File: config.mk
export PLATFORM = sky130hd
export DESIGN_NAME = flood_duplicate_filter_core
export DESIGN_NICKNAME = d
export VERILOG_FILES = /design/src/design/fdf_pkg.sv /design/src/design/fdf_datapath.sv /design/src/design/fdf_ctrl.sv /design/src/design/flood_duplicate_filter_core.sv
export SDC_FILE = /design/constraint.sdc
export NUM_CORES = 1
export LEC_CHECK = 0
export BUFFER_PORTS_ARGS = -buffer_cell sky130_fd_sc_hd__buf_2
export CAP_MARGIN = 40
export CORE_MARGIN = 8
export CORE_UTILIZATION = 60
export CTS_CLUSTER_DIAMETER = 200
export DETAILED_ROUTE_END_ITERATION = 16
export PLACE_DENSITY = 0.82
export SLEW_MARGIN = 10
export SYNTH_ARGS = -nofsm -noshare
export SYNTH_HDL_FRONTEND = slang
export SYNTH_HIERARCHICAL = 1
export SYNTH_SLANG_ARGS = --single-unit
File: constraint.sdc
create_clock -name clk -period 5.65 [get_ports clk]
set_input_delay 0.2825 -clock clk [delete_from_list [all_inputs] [get_ports clk]]
set_output_delay 0.2825 -clock clk [all_outputs]
set_load 0.005 [all_outputs]
File: src/design/fdf_pkg.sv
// Package of the flood duplicate filter: payload structs, codes, FSM states.
// Used by every module of the block; depends on nothing.
`default_nettype none

package fdf_pkg;

	localparam int SEEN_DEPTH_DEF = 64;
	localparam int SEQ_BITS_DEF   = 16;

	localparam int ID_W    = 6;
	localparam int MASK_W  = 64;
	localparam int SEQ_W   = 16;
	localparam int DATA_W  = 32;
	localparam int CFG_IDX_W  = 2;
	localparam int CFG_DATA_W = 64;

	localparam logic [CFG_IDX_W-1:0] CFG_NODE_ID       = 2'd0;
	localparam logic [CFG_IDX_W-1:0] CFG_NEIGHBOR_MASK = 2'd1;

	typedef enum logic [1:0] {
		VERDICT_FORWARD      = 2'd0,
		VERDICT_NOT_NEIGHBOR = 2'd1,
		VERDICT_DUPLICATE    = 2'd2
	} fdf_verdict_t;

	typedef struct packed {
		logic [ID_W-1:0]   sender_id;
		logic [SEQ_W-1:0]  seq_in;
		logic [DATA_W-1:0] payload_in;
	} fdf_in_t;

	typedef struct packed {
		logic [1:0]        verdict;
		logic [ID_W-1:0]   fwd_id;
		logic [SEQ_W-1:0]  fwd_seq;
		logic [DATA_W-1:0] fwd_data;
	} fdf_out_t;

	typedef enum logic [1:0] {
		ST_IDLE,
		ST_CHECK,
		ST_SCAN,
		ST_DRAIN
	} fdf_state_t;

	// Controller to datapath.
	typedef struct packed {
		logic         capture;
		logic         scan_clear;
		logic         scan_read;
		logic         record;
		logic         emit;
		fdf_verdict_t verdict;
	} fdf_cmd_t;

	// Datapath to controller.
	typedef struct packed {
		logic neighbor;
		logic store_empty;
		logic scan_last;
		logic hit_now;
	} fdf_status_t;

endpackage

`default_nettype wire

File: src/design/fdf_datapath.sv
// Datapath of the flood duplicate filter: config registers, seen memory,
// scan compare, counters and result register. Depends on fdf_pkg.
`default_nettype none

module fdf_datapath #(
	parameter int SEEN_DEPTH = fdf_pkg::SEEN_DEPTH_DEF,
	parameter int SEQ_BITS   = fdf_pkg::SEQ_BITS_DEF
) (
	input  wire logic                              clk,
	input  wire logic                              arst_n,
	input  wire logic                              cfg_we,
	input  wire logic [fdf_pkg::CFG_IDX_W-1:0]     cfg_index,
	input  wire logic [fdf_pkg::CFG_DATA_W-1:0]    cfg_wdata,
	input  wire fdf_pkg::fdf_in_t                  item,
	input  wire fdf_pkg::fdf_cmd_t                 cmd,
	output fdf_pkg::fdf_status_t                   status,
	output logic                                   result_valid,
	output fdf_pkg::fdf_out_t                      result
);

	localparam int AW = (SEEN_DEPTH > 1) ? $clog2(SEEN_DEPTH) : 1;
	localparam int CW = $clog2(SEEN_DEPTH + 1);

	logic [fdf_pkg::ID_W-1:0]   node_id_q;
	logic [fdf_pkg::MASK_W-1:0] neighbor_q;
	fdf_pkg::fdf_in_t           item_q;

	logic [SEQ_BITS-1:0] seen_mem [SEEN_DEPTH];
	logic [SEQ_BITS-1:0] rd_data_s1;
	logic                rd_valid_s1;

	logic [CW-1:0]       fill_q;
	logic [AW-1:0]       slot_q;
	logic [CW-1:0]       idx_q;
	logic                hit_q;
	logic [SEQ_BITS-1:0] own_seq_q;
	logic [SEQ_BITS-1:0] own_seq_next;

	logic [SEQ_BITS+15:0] seq_wide;
	logic [SEQ_BITS-1:0]  seq_cut;
	logic [SEQ_BITS+15:0] own_wide;
	logic                 match;
	logic                 fwd;

	fdf_pkg::fdf_out_t result_q;
	logic              result_valid_q;

	// The received number is cut or zero-extended to the stored width.
	assign seq_wide     = {{SEQ_BITS{1'b0}}, item_q.seq_in};
	assign seq_cut      = seq_wide[SEQ_BITS-1:0];
	assign own_seq_next = own_seq_q + SEQ_BITS'(1);
	assign own_wide     = {16'd0, own_seq_next};
	assign match        = rd_valid_s1 && (rd_data_s1 == seq_cut);
	assign fwd          = (cmd.verdict == fdf_pkg::VERDICT_FORWARD);

	assign status.neighbor    = neighbor_q[item_q.sender_id];
	assign status.store_empty = (fill_q == '0);
	assign status.scan_last   = ((idx_q + CW'(1)) == fill_q);
	assign status.hit_now     = hit_q | match;

	always_ff @(posedge clk or negedge arst_n) begin
		if (!arst_n) begin
			node_id_q  <= '0;
			neighbor_q <= '0;
		end else if (cfg_we) begin
			unique case (cfg_index)
				fdf_pkg::CFG_NODE_ID:       node_id_q  <= cfg_wdata[fdf_pkg::ID_W-1:0];
				fdf_pkg::CFG_NEIGHBOR_MASK: neighbor_q <= cfg_wdata;
				default: ;
			endcase
		end
	end

	always_ff @(posedge clk) begin
		if (cmd.capture) begin
			item_q <= item;
		end
	end

	// Seen store: one write port, one registered read port.
	always_ff @(posedge clk) begin
		if (cmd.record) begin
			seen_mem[slot_q] <= seq_cut;
		end
		rd_data_s1 <= seen_mem[idx_q[AW-1:0]];
	end

	always_ff @(posedge clk or negedge arst_n) begin
		if (!arst_n) begin
			fill_q      <= '0;
			slot_q      <= '0;
			idx_q       <= '0;
			hit_q       <= 1'b0;
			rd_valid_s1 <= 1'b0;
			own_seq_q   <= '0;
		end else begin
			rd_valid_s1 <= cmd.scan_read;
			if (cmd.scan_clear) begin
				idx_q <= '0;
				hit_q <= 1'b0;
			end else begin
				if (cmd.scan_read) begin
					idx_q <= idx_q + CW'(1);
				end
				hit_q <= hit_q | match;
			end
			if (cmd.record) begin
				slot_q    <= (slot_q == AW'(SEEN_DEPTH - 1)) ? '0 : slot_q + AW'(1);
				own_seq_q <= own_seq_next;
				if (fill_q != CW'(SEEN_DEPTH)) begin
					fill_q <= fill_q + CW'(1);
				end
			end
		end
	end

	always_ff @(posedge clk or negedge arst_n) begin
		if (!arst_n) begin
			result_valid_q <= 1'b0;
		end else begin
			result_valid_q <= cmd.emit;
		end
	end

	always_ff @(posedge clk) begin
		if (cmd.emit) begin
			result_q.verdict  <= cmd.verdict;
			result_q.fwd_id   <= node_id_q;
			result_q.fwd_seq  <= fwd ? own_wide[15:0] : '0;
			result_q.fwd_data <= fwd ? item_q.payload_in : '0;
		end
	end

	assign result_valid = result_valid_q;
	assign result       = result_q;

endmodule

`default_nettype wire

File: src/design/fdf_ctrl.sv
// Controller of the flood duplicate filter: the state machine that sequences
// capture, neighbor check, store scan and decision. Depends on fdf_pkg.
`default_nettype none

module fdf_ctrl (
	input  wire logic                  clk,
	input  wire logic                  arst_n,
	input  wire logic                  start,
	input  wire fdf_pkg::fdf_status_t  status,
	output logic                       busy,
	output fdf_pkg::fdf_cmd_t          cmd
);

	fdf_pkg::fdf_state_t state_q;
	fdf_pkg::fdf_state_t state_next;

	always_ff @(posedge clk or negedge arst_n) begin
		if (!arst_n) begin
			state_q <= fdf_pkg::ST_IDLE;
		end else begin
			state_q <= state_next;
		end
	end

	always_comb begin
		state_next = state_q;
		cmd        = '0;
		cmd.verdict = fdf_pkg::VERDICT_FORWARD;
		busy       = 1'b1;
		unique case (state_q)
			fdf_pkg::ST_IDLE: begin
				busy = 1'b0;
				if (start) begin
					cmd.capture = 1'b1;
					state_next  = fdf_pkg::ST_CHECK;
				end
			end
			fdf_pkg::ST_CHECK: begin
				cmd.scan_clear = 1'b1;
				priority if (!status.neighbor) begin
					cmd.emit    = 1'b1;
					cmd.verdict = fdf_pkg::VERDICT_NOT_NEIGHBOR;
					state_next  = fdf_pkg::ST_IDLE;
				end else if (status.store_empty) begin
					cmd.record = 1'b1;
					cmd.emit   = 1'b1;
					state_next = fdf_pkg::ST_IDLE;
				end else begin
					state_next = fdf_pkg::ST_SCAN;
				end
			end
			fdf_pkg::ST_SCAN: begin
				cmd.scan_read = 1'b1;
				if (status.scan_last) begin
					state_next = fdf_pkg::ST_DRAIN;
				end
			end
			fdf_pkg::ST_DRAIN: begin
				cmd.emit   = 1'b1;
				state_next = fdf_pkg::ST_IDLE;
				if (status.hit_now) begin
					cmd.verdict = fdf_pkg::VERDICT_DUPLICATE;
				end else begin
					cmd.record = 1'b1;
				end
			end
		endcase
	end

endmodule

`default_nettype wire

File: src/design/flood_duplicate_filter_core.sv
// Top level of the flood duplicate filter: controller plus datapath.
// Depends on fdf_pkg, fdf_ctrl and fdf_datapath.
//
// Usage: an input packet transfer happens at a rising edge where start is high
// and busy is low; item carries sender id, sequence number and data word.
// Every packet gives exactly one result transfer: result_valid is high for one
// cycle and result holds the verdict (forward, not a neighbor, duplicate), this
// node's id, and for a forward the new own sequence number and the data word.
// The receiver has no way to stall, so each result is shown once and is gone.
// Sequence: a packet from a non-neighbor, or one that meets an empty seen
// store, is decided in the check state and its result registered from there.
// Otherwise the seen memory, which has a single read port, is read one entry
// per cycle over all filled entries, and the decision is made in the drain
// state after the last read. busy falls in the cycle the result is shown, and
// a new start is taken there, so packets never overlap inside the block.
// Configuration (node id at index 0, neighbor mask at index 1) is written
// through cfg_we / cfg_index / cfg_wdata; the user must write it only while
// the block is idle, which the block itself does not enforce. Other indexes
// are ignored. Reset clears the registers, the fill count, the write slot and
// the own sequence counter; the seen memory itself is not cleared, only
// entries below the fill count are ever compared.
`default_nettype none

module flood_duplicate_filter_core #(
	parameter int SEEN_DEPTH = fdf_pkg::SEEN_DEPTH_DEF,
	parameter int SEQ_BITS   = fdf_pkg::SEQ_BITS_DEF
) (
	input  wire logic                              clk,
	input  wire logic                              arst_n,
	input  wire logic                              cfg_we,
	input  wire logic [fdf_pkg::CFG_IDX_W-1:0]     cfg_index,
	input  wire logic [fdf_pkg::CFG_DATA_W-1:0]    cfg_wdata,
	input  wire logic                              start,
	input  wire fdf_pkg::fdf_in_t                  item,
	output logic                                   busy,
	output logic                                   result_valid,
	output fdf_pkg::fdf_out_t                      result
);

	// Command and status groups between the controller and the datapath.
	fdf_pkg::fdf_cmd_t    cmd;
	fdf_pkg::fdf_status_t status;

	// The controller decides per state what the datapath does this cycle.
	fdf_ctrl u_ctrl (
		.clk    (clk),
		.arst_n (arst_n),
		.start  (start),
		.status (status),
		.busy   (busy),
		.cmd    (cmd)
	);

	// The datapath owns every register that holds packet or store data.
	fdf_datapath #(
		.SEEN_DEPTH (SEEN_DEPTH),
		.SEQ_BITS   (SEQ_BITS)
	) u_datapath (
		.clk          (clk),
		.arst_n       (arst_n),
		.cfg_we       (cfg_we),
		.cfg_index    (cfg_index),
		.cfg_wdata    (cfg_wdata),
		.item         (item),
		.cmd          (cmd),
		.status       (status),
		.result_valid (result_valid),
		.result       (result)
	);

endmodule

`default_nettype wire

==> impl_metrics.py <==
metrics = {
    "cts": {
        "ctsHoldBuffers": 120,
        "htreeDepth": 3,
        "cts_tree": "done",
        "clkLatencyLatePin_ns": 0.70,
        "post_cts_buffers": 0,
        "numCtsBuffers": 116,
        "clk_pin_slew_worst_paths_ns": 0.06,
        "clock_sinks": 1261,
        "clockRootBuffer": "clkbuf_16",
        "clk_path_buf_depth": 3,
        "cts.repair.resized": 0,
    },
    "run": {
        "drv_cap": 0,
    },
    "yosys": {
        "ys_types": 52,
        "synth.area.top_cells": "edfxtp_1, mux4_2, dfrtp_1",
        "synth_top_area_cell": "edfxtp_1",
        "synth_edf_count": 1134,
        "ys.flop_type": "edfxtp_1",
        "syn_nets": 2420,
        "synthCells": 2291,
        "avgSynthCellArea_um2": 21.2,
        "ys_ff_latch": 1261,
        "seq_area_frac_synth_pct": 76.4,
        "async_flop_share_pct": 8.80,
        "yosysTopAreaCellShare_pct": 70.0,
        "ys_warn_count": 6,
        "synth.most_common_cell": "edfxtp_1",
        "synth_area_um2": 48600,
        "synth_top_cells_by_count": "edfxtp_1, mux4_2, dfrtp_1, nor2_1, mux2_2",
    },
    "die": {
        "die_h_um": 301,
        "initial_utilization_pct": 60.5,
        "ios": 182,
        "die_area_um2": 90400,
        "coreArea_um2": 80400,
        "num_rows": 104,
        "die_w_um": 301,
    },
    "routing": {
        "postRouteAntennaNets": 0,
        "wl_per_cell_um": 33.2,
        "dr.first_iter.drc_count": 3974,
        "drtPass1Iterations": 7,
        "vias": 26356,
        "drc": 0,
        "routed_wl_mm": 128,
        "avgViaCountPerCell": 6.82,
    },
    "setup_path": {
        "rrSetupSlack_ns": 1.10,
        "endpoint_kind": "flip-flop",
        "critical_path.max_stage_delay_ns": 0.83,
        "crit_buf_inv": 1,
        "crit_chain": "mux4_1 > mux2i_1 > a21oi_1 > mux4_2 > nand2_1 > o22ai_2 > nand4b_1 > or2_2 > nor2_1 > buf_4",
        "cp.arrival_ns": 4.94,
        "setup.worst_path.class": "reg2reg",
        "cp_slowest_cell": "edfxtp_1",
        "crit_family": "simple AND/OR/NAND/NOR gates",
        "worstPathMaxFanout": 16,
        "cp-start-kind": "flip-flop",
        "worst_ep_required_time_ns": 6.05,
    },
    "power": {
        "vdd_drop_max_mv": 0.336,
        "total_power_mw": 24.3,
        "cellLeakagePower_nw": 18.7,
        "p_per_area_nw_per_um2": 430,
    },
    "sta": {
        "post-route-period-util_pct": 80.5,
        "maxSlewHeadroom_pct": 34.5,
        "period_minus_slack_ns": 4.55,
        "finalMaxSlewViolations": 0,
        "tns_ns": 0,
        "tightest_slew_ns": 0.982,
        "grt_setup_unrepaired": "no",
        "setup_viol": 0,
        "fin_skew_ns": 0.0351,
        "clock.fmax_ghz": 0.220,
        "hold_violations": 0,
    },
    "outcome": {
        "status": "finished clean",
    },
    "place": {
        "dp_hpwl_mm": 69.9,
        "numPortBuffers": 181,
        "gp_congestion": 0.936,
        "place_area_um2": 51300,
    },
    "global_route": {
        "grt_usage_pct": 28.1,
        "grt-ovfl-total": 0,
        "grt_pass1_vias": 27216,
        "antenna_found_initial": 3,
        "grt_max_degree": 83,
        "grt_pass1_wl_mm": 186,
    },
    "final_layout": {
        "syn2layout_area_growth_pct": 16.1,
        "fin_area_um2": 56400,
        "final_nets": 2831,
        "final_core_util_pct": 70.2,
        "drive_gt1_share_pct": 30.1,
    },
    "worst_hold_path": {
        "hold_path_class": "in2reg",
    },
}
-- cells in the final DEF, fill, tap and decap left out, types with 6 or more instances in the layout --
cell           netlist  final
edfxtp_1          1134   1134
mux4_2             281    281
buf_2               41    180
dlygate4sd3_1        0    120
clkbuf_16            0    119
dfrtp_1            111    108
buf_4               10    102
nor2_1             101    100
mux2_2              73     73
nand2_1             57     57
xnor2_1             51     51
mux2i_1             50     50
and2_1              39     39
nand3_1             33     33
a22oi_1             30     30
a21oi_1             27     27
clkinv_1             0     23
clkinv_2             0     23
clkbuf_1            52     19
bufinv_16            0     16
xor2_1              16     16
dfxtp_1             16     16
a221oi_1            14     14
nand4_1             14     14
mux4_1              13     13
nor2b_1             11     11
o21ai_0             11     11
o221ai_1             9      9
o22ai_1              9      8
inv_1                7      7
clkinvlp_4           0      6
nand2b_1             6      6
a211oi_1             6      6
-- routing by layer --
layer  up-vias  part of all wire, %  GRT usage [%]
met5         -               0.0086              0
met4         2                  5.2           12.4
met3       399                   12           6.44
met2      2256                   48           45.9
met1     13471                   34           36.4
li1      10228                    -              -
-- cell type report --
type	count	area, µm²
Sequential cell	1261	37200
Fill cell	4373	24000
Multi-Input combinational cell	902	10900
Clock buffer	143	3120
Timing Repair Buffer	413	3070
Tap cell	1060	1330
Clock inverter	74	808
Inverter	8	30.0
Antenna cell	2	5.00
-- worst paths after layout --
| path | startpoint | to | depth (start not counted) |
|---|---|---|---|
| worst max-delay path | u_datapath/item_q[48] | u_datapath/seen_mem[55][7] | 10 |
| worst min-delay path | cfg_index[1] | u_datapath/node_id_q[1] | 3 |
| worst max register to register | u_datapath/item_q[48] | u_datapath/seen_mem[55][7] | 10 |
| worst min register to register | u_datapath/node_id_q[4] | u_datapath/result[52] | 0 |
| max in group asynchronous | arst_n | u_datapath/idx_q[1] | 4 |
| min in group asynchronous | arst_n | u_datapath/neighbor_q[21] | 2 |
-- report_power, final --
group	leakage, nW	switching [mW]	internal (mW)
Combinational	5.05	2.59	1.89
Clock	1.91	3.44	4.65
Sequential	11.7	0.563	11.1
Total	18.7	6.59	17.7
-- per-stage QoR --
step	cells	setup WS, ns	hold WS [ns]
floorplan	2291	1.45	-0.0131
global placement	3514	1.21	0.280
detailed placement	3523	1.24	0.291
CTS	3860	1.18	0.0471
global route	3862	1.01	0.0867
finish	3863	1.10	0.0720
-- logic make-up (layout without fill, tap and decap cells) --
logic type / Yosys count / in the layout / synth area share [%]
xor gates and xnor gates: 67 / 67 / 1.21
buffers and inverters: 128 / 638 / 1.22
adders and majority gates: 5 / 5 / 0.129
AOI/OAI and AO/OA: 120 / 120 / 1.71
muxes: 417 / 417 / 16.4
and+or+nand+nor: 293 / 293 / 2.89
other: 0 / 2 / 0
DFF: 1261 / 1261 / 76.4
-- flip-flops by register name (all words and copies together) (netlist names), named ones only --
| signal | flops |
|---|---|
| u_datapath/result_valid | 1 |
| u_datapath/own_seq_q | 16 |
| u_datapath/idx_q | 7 |
| u_datapath/slot_q | 6 |
| u_datapath/result | 56 |
| u_datapath/seq_cut | 16 |
| u_datapath/hit_q | 1 |
| u_datapath/item_q | 38 |
| u_datapath/node_id_q | 6 |
| u_datapath/rd_data_s1 | 16 |
| u_datapath/rd_valid_s1 | 1 |
| u_datapath/seen_mem | 1024 |
| u_datapath/neighbor_q | 64 |
| u_datapath/fill_q | 7 |
| u_ctrl/state_q | 1 |
-- worst register-to-register path, stage by stage, from the launching register on --
cell and delay [ns]:
edfxtp_1 0.83, mux4_1 0.42, mux2i_1 0.10, a21oi_1 0.20
mux4_2 0.32, nand2_1 0.09, o22ai_2 0.61, nand4b_1 0.39
or2_2 0.43, nor2_1 0.55, buf_4 0.31
Power figures use the tool's default switching activity.
